==> src/adc_ar_pkg.sv <==
`timescale 1ns / 1ps
package adc_ar_pkg;

  localparam int CODE_W = 12;
  localparam int CONF_W = 8;
  localparam int PCT_W  = 7;
  localparam int CFG_W  = 12;
  localparam int IDX_W  = 3;

  localparam int MAX_BLOCK_LEN_DEF        = 65536;
  localparam int OVER_CONFIRM_BLOCKS_DEF  = 1;
  localparam int UNDER_CONFIRM_BLOCKS_DEF = 1;

  localparam logic [CODE_W-1:0] CODE_MIN    = 12'd0;
  localparam logic [CODE_W-1:0] CODE_MAX    = 12'hFFF;
  localparam logic [CODE_W-1:0] MIDSCALE    = 12'd2048;
  localparam logic [CONF_W-1:0] CONFIRM_MAX = 8'hFF;
  localparam logic [PCT_W-1:0]  PCT_SCALE   = 7'd100;

  localparam logic [1:0] RANGE_0V3     = 2'd0;
  localparam logic [1:0] RANGE_3V3     = 2'd1;
  localparam logic [1:0] RANGE_10V     = 2'd2;
  localparam logic [1:0] RANGE_INVALID = 2'd3;

  localparam logic [IDX_W-1:0] REG_AUTO_ENABLE   = 3'd0;
  localparam logic [IDX_W-1:0] REG_MANUAL_RANGE  = 3'd1;
  localparam logic [IDX_W-1:0] REG_RAIL_LOW      = 3'd2;
  localparam logic [IDX_W-1:0] REG_RAIL_HIGH     = 3'd3;
  localparam logic [IDX_W-1:0] REG_RAIL_PERCENT  = 3'd4;
  localparam logic [IDX_W-1:0] REG_DOWN_FROM_TOP = 3'd5;
  localparam logic [IDX_W-1:0] REG_DOWN_FROM_MID = 3'd6;

  typedef struct packed {
    logic [31:0] sample_word;
    logic        last;
  } in_item_t;

  typedef struct packed {
    logic              switched;
    logic [1:0]        range_now;
    logic [CODE_W-1:0] peak_dist;
    logic              overrange_seen;
  } out_item_t;

  typedef struct packed {
    logic              auto_enable;
    logic [1:0]        manual_range;
    logic [CODE_W-1:0] rail_low_code;
    logic [CODE_W-1:0] rail_high_code;
    logic [PCT_W-1:0]  rail_hit_percent;
    logic [CODE_W-1:0] down_peak_from_top;
    logic [CODE_W-1:0] down_peak_from_mid;
  } cfg_t;

  typedef struct packed {
    logic       wr;
    logic       clr_confirm;
    logic       apply;
    logic [1:0] apply_range;
  } rng_ctl_t;

endpackage

==> src/adc_block_autorange_control_unit.sv <==
`timescale 1ns / 1ps
// ADC auto-range controller. Takes one packed ADC word per cycle (code in bits 27:16)
// while in_ready is high; non-last beats flow even while a result waits at the
// output. A block closed by last gives one result: its last beat is taken into the
// input register, then the min/max/count accumulator, which also snapshots the closed
// block, then the decision logic loads the output register.
// The snapshot register holds one closed block, so a last beat stalls only when both
// the snapshot and the output register are full and out_ready is low. Config writes
// apply at once; write only while no block result is pending.
module adc_block_autorange_control_unit #(
  parameter int MAX_BLOCK_LEN        = adc_ar_pkg::MAX_BLOCK_LEN_DEF,
  parameter int OVER_CONFIRM_BLOCKS  = adc_ar_pkg::OVER_CONFIRM_BLOCKS_DEF,
  parameter int UNDER_CONFIRM_BLOCKS = adc_ar_pkg::UNDER_CONFIRM_BLOCKS_DEF
) (
  input  logic                           clk,
  input  logic                           rst_n,
  input  logic                           in_valid,
  output logic                           in_ready,
  input  adc_ar_pkg::in_item_t           in_data,
  output logic                           out_valid,
  input  logic                           out_ready,
  output adc_ar_pkg::out_item_t          out_data,
  input  logic                           cfg_we,
  input  logic [adc_ar_pkg::IDX_W-1:0]   cfg_index,
  input  logic [adc_ar_pkg::CFG_W-1:0]   cfg_wdata
);

  localparam int CNT_W = $clog2(MAX_BLOCK_LEN + 1);

  adc_ar_pkg::cfg_t      cfg_r, cfg_nxt;
  adc_ar_pkg::rng_ctl_t  rng_ctl;
  logic                  snap_valid, snap_take;
  logic [adc_ar_pkg::CODE_W-1:0] snap_min, snap_max;
  logic [CNT_W-1:0]      snap_cnt, snap_hit;

  always_comb begin
    cfg_nxt             = cfg_r;
    rng_ctl.wr          = 1'b0;
    rng_ctl.clr_confirm = 1'b0;
    rng_ctl.apply       = 1'b0;
    rng_ctl.apply_range = cfg_r.manual_range;
    if (cfg_we) begin
      case (cfg_index)
        adc_ar_pkg::REG_AUTO_ENABLE: begin
          cfg_nxt.auto_enable = cfg_wdata[0];
          rng_ctl.wr          = 1'b1;
          rng_ctl.clr_confirm = 1'b1;
          rng_ctl.apply       = !cfg_wdata[0];
        end
        adc_ar_pkg::REG_MANUAL_RANGE: begin
          cfg_nxt.manual_range = cfg_wdata[1:0];
          rng_ctl.wr           = 1'b1;
          rng_ctl.apply        = !cfg_r.auto_enable;
          rng_ctl.apply_range  = cfg_wdata[1:0];
        end
        adc_ar_pkg::REG_RAIL_LOW:      cfg_nxt.rail_low_code = cfg_wdata;
        adc_ar_pkg::REG_RAIL_HIGH:     cfg_nxt.rail_high_code = cfg_wdata;
        adc_ar_pkg::REG_RAIL_PERCENT:  cfg_nxt.rail_hit_percent = cfg_wdata[adc_ar_pkg::PCT_W-1:0];
        adc_ar_pkg::REG_DOWN_FROM_TOP: cfg_nxt.down_peak_from_top = cfg_wdata;
        adc_ar_pkg::REG_DOWN_FROM_MID: cfg_nxt.down_peak_from_mid = cfg_wdata;
        default: begin
        end
      endcase
    end
  end

  always_ff @(posedge clk) begin
    if (!rst_n) begin
      cfg_r.auto_enable        <= 1'b1;
      cfg_r.manual_range       <= adc_ar_pkg::RANGE_10V;
      cfg_r.rail_low_code      <= 12'd128;
      cfg_r.rail_high_code     <= 12'd3967;
      cfg_r.rail_hit_percent   <= 7'd2;
      cfg_r.down_peak_from_top <= 12'd650;
      cfg_r.down_peak_from_mid <= 12'd300;
    end else begin
      cfg_r <= cfg_nxt;
    end
  end

  adc_ar_stats #(
    .MAX_BLOCK_LEN (MAX_BLOCK_LEN),
    .CNT_W         (CNT_W)
  ) u_stats (
    .clk        (clk),
    .rst_n      (rst_n),
    .in_valid   (in_valid),
    .in_ready   (in_ready),
    .in_data    (in_data),
    .cfg        (cfg_r),
    .snap_valid (snap_valid),
    .snap_take  (snap_take),
    .snap_min   (snap_min),
    .snap_max   (snap_max),
    .snap_cnt   (snap_cnt),
    .snap_hit   (snap_hit)
  );

  adc_ar_decide #(
    .CNT_W                (CNT_W),
    .OVER_CONFIRM_BLOCKS  (OVER_CONFIRM_BLOCKS),
    .UNDER_CONFIRM_BLOCKS (UNDER_CONFIRM_BLOCKS)
  ) u_decide (
    .clk        (clk),
    .rst_n      (rst_n),
    .cfg        (cfg_r),
    .rng_ctl    (rng_ctl),
    .snap_valid (snap_valid),
    .snap_take  (snap_take),
    .snap_min   (snap_min),
    .snap_max   (snap_max),
    .snap_cnt   (snap_cnt),
    .snap_hit   (snap_hit),
    .out_valid  (out_valid),
    .out_ready  (out_ready),
    .out_data   (out_data)
  );

endmodule

==> src/adc_ar_stats.sv <==
`timescale 1ns / 1ps
module adc_ar_stats #(
  parameter int MAX_BLOCK_LEN = adc_ar_pkg::MAX_BLOCK_LEN_DEF,
  parameter int CNT_W         = $clog2(MAX_BLOCK_LEN + 1)
) (
  input  logic                           clk,
  input  logic                           rst_n,
  input  logic                           in_valid,
  output logic                           in_ready,
  input  adc_ar_pkg::in_item_t           in_data,
  input  adc_ar_pkg::cfg_t               cfg,
  output logic                           snap_valid,
  input  logic                           snap_take,
  output logic [adc_ar_pkg::CODE_W-1:0]  snap_min,
  output logic [adc_ar_pkg::CODE_W-1:0]  snap_max,
  output logic [CNT_W-1:0]               snap_cnt,
  output logic [CNT_W-1:0]               snap_hit
);

  localparam logic [CNT_W-1:0] CNT_SAT = CNT_W'(MAX_BLOCK_LEN);

  adc_ar_pkg::in_item_t            in_r;
  logic                            in_v_r, in_v_nxt;
  logic [adc_ar_pkg::CODE_W-1:0]   min_r, min_nxt, max_r, max_nxt;
  logic [CNT_W-1:0]                cnt_r, cnt_nxt, hit_r, hit_nxt;
  logic [adc_ar_pkg::CODE_W-1:0]   smin_r, smax_r;
  logic [CNT_W-1:0]                scnt_r, shit_r;
  logic                            snap_v_r, snap_v_nxt;
  logic [adc_ar_pkg::CODE_W-1:0]   code;
  logic [adc_ar_pkg::CODE_W-1:0]   upd_min, upd_max;
  logic [CNT_W-1:0]                upd_cnt, upd_hit;
  logic                            rail, in_move, step, close;

  assign code    = in_r.sample_word[27:16];
  assign rail    = (code <= cfg.rail_low_code) || (code >= cfg.rail_high_code);
  assign upd_min = (code < min_r) ? code : min_r;
  assign upd_max = (code > max_r) ? code : max_r;
  assign upd_cnt = (cnt_r < CNT_SAT) ? cnt_r + 1'b1 : cnt_r;
  assign upd_hit = (rail && hit_r < CNT_SAT) ? hit_r + 1'b1 : hit_r;

  assign in_move  = !in_r.last || !snap_v_r || snap_take;
  assign step     = in_v_r && in_move;
  assign close    = step && in_r.last;
  assign in_ready = !in_v_r || in_move;

  always_comb begin
    in_v_nxt = in_ready ? in_valid : in_v_r;
    min_nxt  = min_r;
    max_nxt  = max_r;
    cnt_nxt  = cnt_r;
    hit_nxt  = hit_r;
    if (close) begin
      min_nxt = adc_ar_pkg::CODE_MAX;
      max_nxt = adc_ar_pkg::CODE_MIN;
      cnt_nxt = '0;
      hit_nxt = '0;
    end else if (step) begin
      min_nxt = upd_min;
      max_nxt = upd_max;
      cnt_nxt = upd_cnt;
      hit_nxt = upd_hit;
    end
    snap_v_nxt = close ? 1'b1 : (snap_take ? 1'b0 : snap_v_r);
  end

  always_ff @(posedge clk) begin
    if (!rst_n) begin
      in_v_r   <= 1'b0;
      snap_v_r <= 1'b0;
      min_r    <= adc_ar_pkg::CODE_MAX;
      max_r    <= adc_ar_pkg::CODE_MIN;
      cnt_r    <= '0;
      hit_r    <= '0;
    end else begin
      in_v_r   <= in_v_nxt;
      snap_v_r <= snap_v_nxt;
      min_r    <= min_nxt;
      max_r    <= max_nxt;
      cnt_r    <= cnt_nxt;
      hit_r    <= hit_nxt;
    end
  end

  always_ff @(posedge clk) begin
    if (in_ready) begin
      in_r <= in_data;
    end
    if (close) begin
      smin_r <= upd_min;
      smax_r <= upd_max;
      scnt_r <= upd_cnt;
      shit_r <= upd_hit;
    end
  end

  assign snap_valid = snap_v_r;
  assign snap_min   = smin_r;
  assign snap_max   = smax_r;
  assign snap_cnt   = scnt_r;
  assign snap_hit   = shit_r;

endmodule

==> src/adc_ar_decide.sv <==
`timescale 1ns / 1ps
module adc_ar_decide #(
  parameter int CNT_W                = 17,
  parameter int OVER_CONFIRM_BLOCKS  = adc_ar_pkg::OVER_CONFIRM_BLOCKS_DEF,
  parameter int UNDER_CONFIRM_BLOCKS = adc_ar_pkg::UNDER_CONFIRM_BLOCKS_DEF
) (
  input  logic                           clk,
  input  logic                           rst_n,
  input  adc_ar_pkg::cfg_t               cfg,
  input  adc_ar_pkg::rng_ctl_t           rng_ctl,
  input  logic                           snap_valid,
  output logic                           snap_take,
  input  logic [adc_ar_pkg::CODE_W-1:0]  snap_min,
  input  logic [adc_ar_pkg::CODE_W-1:0]  snap_max,
  input  logic [CNT_W-1:0]               snap_cnt,
  input  logic [CNT_W-1:0]               snap_hit,
  output logic                           out_valid,
  input  logic                           out_ready,
  output adc_ar_pkg::out_item_t          out_data
);

  localparam int PROD_W = CNT_W + adc_ar_pkg::PCT_W;
  localparam logic [adc_ar_pkg::CONF_W-1:0] OVER_N  = adc_ar_pkg::CONF_W'(OVER_CONFIRM_BLOCKS);
  localparam logic [adc_ar_pkg::CONF_W-1:0] UNDER_N = adc_ar_pkg::CONF_W'(UNDER_CONFIRM_BLOCKS);

  logic [1:0]                      range_r, range_nxt;
  logic [adc_ar_pkg::CONF_W-1:0]   oc_r, oc_nxt, uc_r, uc_nxt, oc_inc, uc_inc;
  logic                            out_v_r, out_v_nxt;
  adc_ar_pkg::out_item_t           out_r, res;
  logic [adc_ar_pkg::CODE_W-1:0]   below_mid, above_mid, peak;
  logic [PROD_W-1:0]               lim_x, hit_x;
  logic                            over, under, fire, sw;

  assign below_mid = (snap_min < adc_ar_pkg::MIDSCALE) ? adc_ar_pkg::MIDSCALE - snap_min : '0;
  assign above_mid = (snap_max > adc_ar_pkg::MIDSCALE) ? snap_max - adc_ar_pkg::MIDSCALE : '0;
  assign peak      = (below_mid > above_mid) ? below_mid : above_mid;

  // hits >= ceil(cnt*pct/100), floor of one
  assign lim_x = PROD_W'(snap_cnt) * PROD_W'(cfg.rail_hit_percent);
  assign hit_x = PROD_W'(snap_hit) * PROD_W'(adc_ar_pkg::PCT_SCALE);
  assign over  = (hit_x >= lim_x) && (snap_hit != '0);

  assign under = (range_r == adc_ar_pkg::RANGE_10V && peak < cfg.down_peak_from_top) ||
                 (range_r == adc_ar_pkg::RANGE_3V3 && peak < cfg.down_peak_from_mid);

  assign oc_inc = (oc_r < adc_ar_pkg::CONFIRM_MAX) ? oc_r + 1'b1 : oc_r;
  assign uc_inc = (uc_r < adc_ar_pkg::CONFIRM_MAX) ? uc_r + 1'b1 : uc_r;

  assign snap_take = !out_v_r || out_ready;
  assign fire      = snap_valid && snap_take;

  always_comb begin
    range_nxt = range_r;
    oc_nxt    = oc_r;
    uc_nxt    = uc_r;
    sw        = 1'b0;
    if (rng_ctl.wr) begin
      if (rng_ctl.clr_confirm) begin
        oc_nxt = '0;
        uc_nxt = '0;
      end
      if (rng_ctl.apply && rng_ctl.apply_range != adc_ar_pkg::RANGE_INVALID &&
          rng_ctl.apply_range != range_r) begin
        range_nxt = rng_ctl.apply_range;
        oc_nxt    = '0;
        uc_nxt    = '0;
      end
    end else if (fire && cfg.auto_enable) begin
      if (over) begin
        uc_nxt = '0;
        oc_nxt = oc_inc;
        if (oc_inc >= OVER_N && range_r < adc_ar_pkg::RANGE_10V) begin
          range_nxt = range_r + 1'b1;
          oc_nxt    = '0;
          uc_nxt    = '0;
          sw        = 1'b1;
        end
      end else begin
        oc_nxt = '0;
        if (under) begin
          uc_nxt = uc_inc;
          if (uc_inc >= UNDER_N) begin
            range_nxt = range_r - 1'b1;
            oc_nxt    = '0;
            uc_nxt    = '0;
            sw        = 1'b1;
          end
        end else begin
          uc_nxt = '0;
        end
      end
    end
    res.switched       = sw;
    res.range_now      = range_nxt;
    res.peak_dist      = peak;
    res.overrange_seen = over;
    out_v_nxt          = fire ? 1'b1 : (out_ready ? 1'b0 : out_v_r);
  end

  always_ff @(posedge clk) begin
    if (!rst_n) begin
      range_r <= adc_ar_pkg::RANGE_10V;
      oc_r    <= '0;
      uc_r    <= '0;
      out_v_r <= 1'b0;
    end else begin
      range_r <= range_nxt;
      oc_r    <= oc_nxt;
      uc_r    <= uc_nxt;
      out_v_r <= out_v_nxt;
    end
  end

  always_ff @(posedge clk) begin
    if (fire) begin
      out_r <= res;
    end
  end

  assign out_valid = out_v_r;
  assign out_data  = out_r;

`ifndef SYNTHESIS
  a_range_legal: assert property (@(posedge clk) disable iff (!rst_n)
    range_r != adc_ar_pkg::RANGE_INVALID)
    else $error("active range holds invalid code");

  a_switch_moves: assert property (@(posedge clk) disable iff (!rst_n)
    fire && sw |=> range_r != $past(range_r))
    else $error("switch reported without range change");

  a_switch_clears: assert property (@(posedge clk) disable iff (!rst_n)
    fire && sw |=> oc_r == '0 && uc_r == '0)
    else $error("confirm counters not cleared on range change");

  a_manual_holds: assert property (@(posedge clk) disable iff (!rst_n)
    fire && !cfg.auto_enable && !rng_ctl.wr |=> $stable(range_r))
    else $error("range moved in manual mode");

  a_out_range: assert property (@(posedge clk) disable iff (!rst_n)
    fire |=> out_r.range_now == range_r)
    else $error("reported range differs from active range");
`endif

endmodule

==> config.mk <==
export PLATFORM = sky130hd
export DESIGN_NAME = adc_block_autorange_control_unit
export DESIGN_NICKNAME = d
export VERILOG_FILES = /design/src/adc_ar_pkg.sv /design/src/adc_block_autorange_control_unit.sv /design/src/adc_ar_stats.sv /design/src/adc_ar_decide.sv
export SDC_FILE = /design/constraint.sdc
export NUM_CORES = 1
export LEC_CHECK = 0
export BUFFER_PORTS_ARGS = -buffer_cell sky130_fd_sc_hd__buf_2
export CAP_MARGIN = 20
export CORE_AREA = 4 4 238 217
export DETAILED_ROUTE_END_ITERATION = 8
export DIE_AREA = 0 0 242 221
export GPL_TIMING_DRIVEN = 0
export PLACE_DENSITY = 0.56
export SLEW_MARGIN = 5
export SYNTH_ARGS = -nofsm -noshare
export SYNTH_HDL_FRONTEND = slang
export SYNTH_HIERARCHICAL = 1
export SYNTH_SLANG_ARGS = --single-unit
==> constraint.sdc <==
create_clock -name clk -period 7.4 [get_ports clk]
set_clock_uncertainty 0.05 [all_clocks]
set_input_delay 1.11 -clock clk [delete_from_list [all_inputs] [get_ports clk]]
set_output_delay 1.11 -clock clk [all_outputs]
set_load 0.02 [all_outputs]
==> run_results.csv <==
group,metric,value,unit
layout,synthToLayoutAreaGrowth,11.2,%
synth,synth_async_sr_flop_share,0,
route,drt_wl_total,45400,um
synth,synth_top_flop_cell,"sky130_fd_sc_hd__dfxtp_1",
route,route.detailed.wl_per_inst,16.8,um
route,drt.antenna.violating_nets,0,
grt,grt_antenna_before_repair,1,
grt,gr-usage-all-layers,0.165,
timing,layout_min_cycle_time,7.13,ns
grt,first_global_vias,14300,
placement,gp_congestion,0.864,
synth,number_of_flops_mapped_to_enable_cells_by_yosys,87,
synth,synth.area.mux_share,0.0603,
synth,synth_top_family_by_area,"adder cells",
critical_path,cp_common_cell,"sky130_fd_sc_hd__fa_1",
critical_path,worstSetupEndpointType,"flip-flop",
layout,final_nets,2415,
synth,mean_cell_area_of_the_mapped_netlist,9.35,um2
power_and_ir_drop,cellPowerDensity,149,nW/um2
critical_path,critical_path_required,7.63,ns
flow_run,max-cap-violations,0,
clock_network,ctsHtreeMaxLevel,1,
critical_path,crit_arrival,7.37,ns
power_and_ir_drop,vdd.ir_drop.worst,0.000160,V
timing,max_freq,0.140,GHz
route,detail_route.vias_per_cell,5.23,
placement,place.port_buffers,50,
clock_network,numClockSinks,224,
floorplanning,die_area,53500,um2
route,detailedRoute.firstIterationViolations,717,
clock_network,clock-root-buffer,"sky130_fd_sc_hd__clkbuf_16",
clock_network,clock_path_buffers,3,
timing,timing_hold_violations_final,0,
synth,yosys_warnings,6,
synth,synth_simple_gate_area_share,0.183,
synth,synth_fa_ha_area_frac,0.240,
synth,synthDistinctLibCells,91,
hold_path,hold_path_class,"flip-flop to flip-flop",
route,detail_route.first_pass.iterations,5,
outcome,status,"finished clean",
grt,grt_first_pass_wirelength,73300,um
floorplanning,std_cell_rows,77,
route,vias,14200,
synth,ys_seq_elements,224,
synth,synthXorXnorAreaFrac,0.0375,
clock_network,cts-hold-fix-buffers,0,
critical_path,worst-path-buf-inv,4,
clock_network,worst_skew_pair.late_latency,0.56,ns
synth,syn-instance-count,1975,
clock_network,cts_buffers,27,
critical_path,cpPeakStageDelay,0.59,ns
critical_path,timing.critical_path.max_delay_family,"adder cells",
critical_path,timing.critical_path.fanout_max,10,
synth,ys_seq_area_frac,0.290,
timing,timing.final.setup_violations,0,
critical_path,worst-setup-path-type,"flip-flop to flip-flop",
synth,synth_fp_nets,2331,
power_and_ir_drop,power_leakage,0.00943,uW
route,drc_viols,0,
clock_network,clk_slew_on_worst_s_h_paths,0.06,ns
placement,dpl.cell_count,2658,
floorplanning,start_util,0.377,
layout,final.fill_count,4834,
timing,grt_setup_unrepaired,"false",
layout,layoutNonFillerInstCount,2711,
layout,drive_above_1_share,0.104,
floorplanning,top_level_ports,71,
timing,tightest_slew,0.984,ns
timing,share_of_the_clock_period_used_by_the_worst_path_after_layout,0.964,
floorplanning,design.core.area,48900,um2
floorplanning,die_w,242,um
layout,fin_util,0.419,
critical_path,reg2reg_setup_slack,0.27,ns
critical_path,cp-start-kind,"flip-flop",
synth,compound_gate_fraction_of_synth_area,0.119,
placement,dp.final_hpwl,35400,um
timing,final-max-slew-violation-count,0,
critical_path,worst_path_cell_with_the_longest_stage_delay,"sky130_fd_sc_hd__edfxtp_1",
timing,tns,0,ns
clock_network,tritoncts,"built",
grt,globalRouteOverflowTotal,0,
timing,finalHoldWorstSlack,0.409,ns
layout,num_antenna_cells,0,
grt,grt_start_max_net_pins,35,
timing,maxSlewHeadroom,0.344,
synth,synth_area,18500,um2
floorplanning,chipHeight,221,um
## layout make-up
| class | instances | area (um2) | share of cell area |
|---|---|---|---|
| multi-input cells | 1430 | 11900 | 0.578 |
| flip-flops and latches | 224 | 5370 | 0.261 |
| inverters | 247 | 927 | 0.0452 |
| well taps | 632 | 791 | 0.0385 |
| clock buffers | 33 | 729 | 0.0356 |
| plain buffers | 74 | 375 | 0.0183 |
| repair buffers | 55 | 300 | 0.0146 |
| clock inverters | 16 | 174 | 0.00848 |
## where the power goes
part           switching [uW]  internal [uW]  total [uW]
combinational             218            145         363
clock                     543            809        1350
sequential               35.1           1310        1350
total                     796           2270        3060
## cell usage after synthesis, drive strengths merged (4+ instances only)
master   instances  area (um2)
inv            247         927
ha             217        2720
nand2          179         672
dfxtp          137        2740
and2            90         563
edfxtp          87        2610
a21oi           86         442
fa              86        1720
mux2i           76         761
nor2            75         302
nand3           60         310
o21ai           50         269
nor2b           47         294
xor2            44         385
clkbuf          41         154
a21o            37         278
xnor2           35         307
nand2b          34         213
nand4           34         213
buf             33         209
mux2            28         353
nor3            23         120
a211oi          22         195
o211ai          20         150
and3            18         113
o31ai           16         130
nor4            13        81.3
o21a            13        97.6
or3             12        75.1
a21boi          11        86.3
a31oi           11        83.8
or2              8        50.1
nand4b           7        61.3
a2111oi          6        71.3
and4             6        52.6
a41oi            5        43.8
and4b            5        50.1
o31a             5        52.6
and4bb           4        50.1
nor3b            4        30.0
nor4b            4        41.3
o22ai            4        25.0
## metal layers
| layer | wire length, um | track usage |
|---|---|---|
| met2 | 20200 | 0.266 |
| met4 | 1170 | 0.0442 |
| met5 | 0 | 0 |
| met3 | 1920 | 0.0237 |
| met1 | 22100 | 0.233 |
## layout by cell type, fill, tap and decap left out, types with 7 or more instances in the layout
cell type                   instances
sky130_fd_sc_hd__dfxtp_1          131
sky130_fd_sc_hd__xnor2_1           35
sky130_fd_sc_hd__inv_1            244
sky130_fd_sc_hd__a211oi_1          16
sky130_fd_sc_hd__mux2_2            15
sky130_fd_sc_hd__edfxtp_1          87
sky130_fd_sc_hd__nand3_1           58
sky130_fd_sc_hd__a21boi_0           9
sky130_fd_sc_hd__nand4_1           34
sky130_fd_sc_hd__buf_2             70
sky130_fd_sc_hd__mux2_4            10
sky130_fd_sc_hd__fa_1              86
sky130_fd_sc_hd__nand2_1          179
sky130_fd_sc_hd__mux2i_1           76
sky130_fd_sc_hd__o21ai_0           40
sky130_fd_sc_hd__o21a_1            12
sky130_fd_sc_hd__buf_4             15
sky130_fd_sc_hd__a21oi_1           83
sky130_fd_sc_hd__a21o_1            37
sky130_fd_sc_hd__nor3_1            22
sky130_fd_sc_hd__xor2_1            44
sky130_fd_sc_hd__nand4b_1           7
sky130_fd_sc_hd__nor2b_1           47
sky130_fd_sc_hd__ha_1             217
sky130_fd_sc_hd__and2_1            90
sky130_fd_sc_hd__clkbuf_1          39
sky130_fd_sc_hd__nor4_1            13
sky130_fd_sc_hd__clkbuf_16         28
sky130_fd_sc_hd__a31oi_1            9
sky130_fd_sc_hd__o211ai_1          20
sky130_fd_sc_hd__nand2b_1          34
sky130_fd_sc_hd__o31ai_1           14
sky130_fd_sc_hd__nor2_1            71
sky130_fd_sc_hd__and3_1            18
sky130_fd_sc_hd__o21ai_1            7
sky130_fd_sc_hd__or3_1             12
## what timing repair did
item                                    in CTS  in global routing
gates resized for setup                      9                 19
endpoints found under the setup margin      14                 13
cloned                                       0                  0
pin swaps                                    0                  2
buffers inserted                             0                  4
## kinds of logic (layout without fill, tap and decap cells)
| kind of cell | after synthesis | after routing |
|---|---|---|
| xor+xnor | 79 | 79 |
| mux | 104 | 104 |
| fa+ha+maj | 303 | 303 |
| flops | 224 | 224 |
| simple gates | 631 | 631 |
| other cells | 1 | 1 |
| buf+inv | 321 | 425 |
| compound gates | 312 | 312 |
## worst paths after layout
check             cells past startpoint                    end                start
setup reg to reg                     25  u_decide/out_data[14]  u_stats/snap_cnt[1]
hold reg to reg                       2              cfg_r[55]            cfg_r[55]
hold / removal                        2              cfg_r[55]            cfg_r[55]
setup / recovery                     25  u_decide/out_data[14]  u_stats/snap_cnt[1]
## flip-flops by register name (all words and copies together), names as in the netlist
register and count:
cfg_r 58, u_decide/oc_r 8, u_decide/out_data 16, u_decide/out_valid 1
u_decide/range_r 2, u_decide/uc_r 8, u_stats/cnt_r 17, u_stats/code 12
u_stats/hit_r 17, u_stats/in_r 1, u_stats/in_v_r 1, u_stats/max_r 12
u_stats/min_r 12, u_stats/snap_cnt 17, u_stats/snap_hit 17, u_stats/snap_max 12
u_stats/snap_min 12, u_stats/snap_valid 1
## per-stage QoR
step,setup slack (ns),total power [uW],area (um2)
after floorplan,0.974,1620,18500
after global placement,-0.338,1720,19500
after detailed placement,-0.415,1730,19500
after CTS,0.0290,3100,20400
after global routing,0.0267,3200,20500
final,0.267,3060,20500
## tightest hold or removal path: stages, from the launching register on
cell and delay [ns]:
sky130_fd_sc_hd__dfxtp_1 0.31, sky130_fd_sc_hd__nand2_1 0.05, sky130_fd_sc_hd__mux2i_1 0.05
Note: power is estimated with default switching activity, not from simulation.
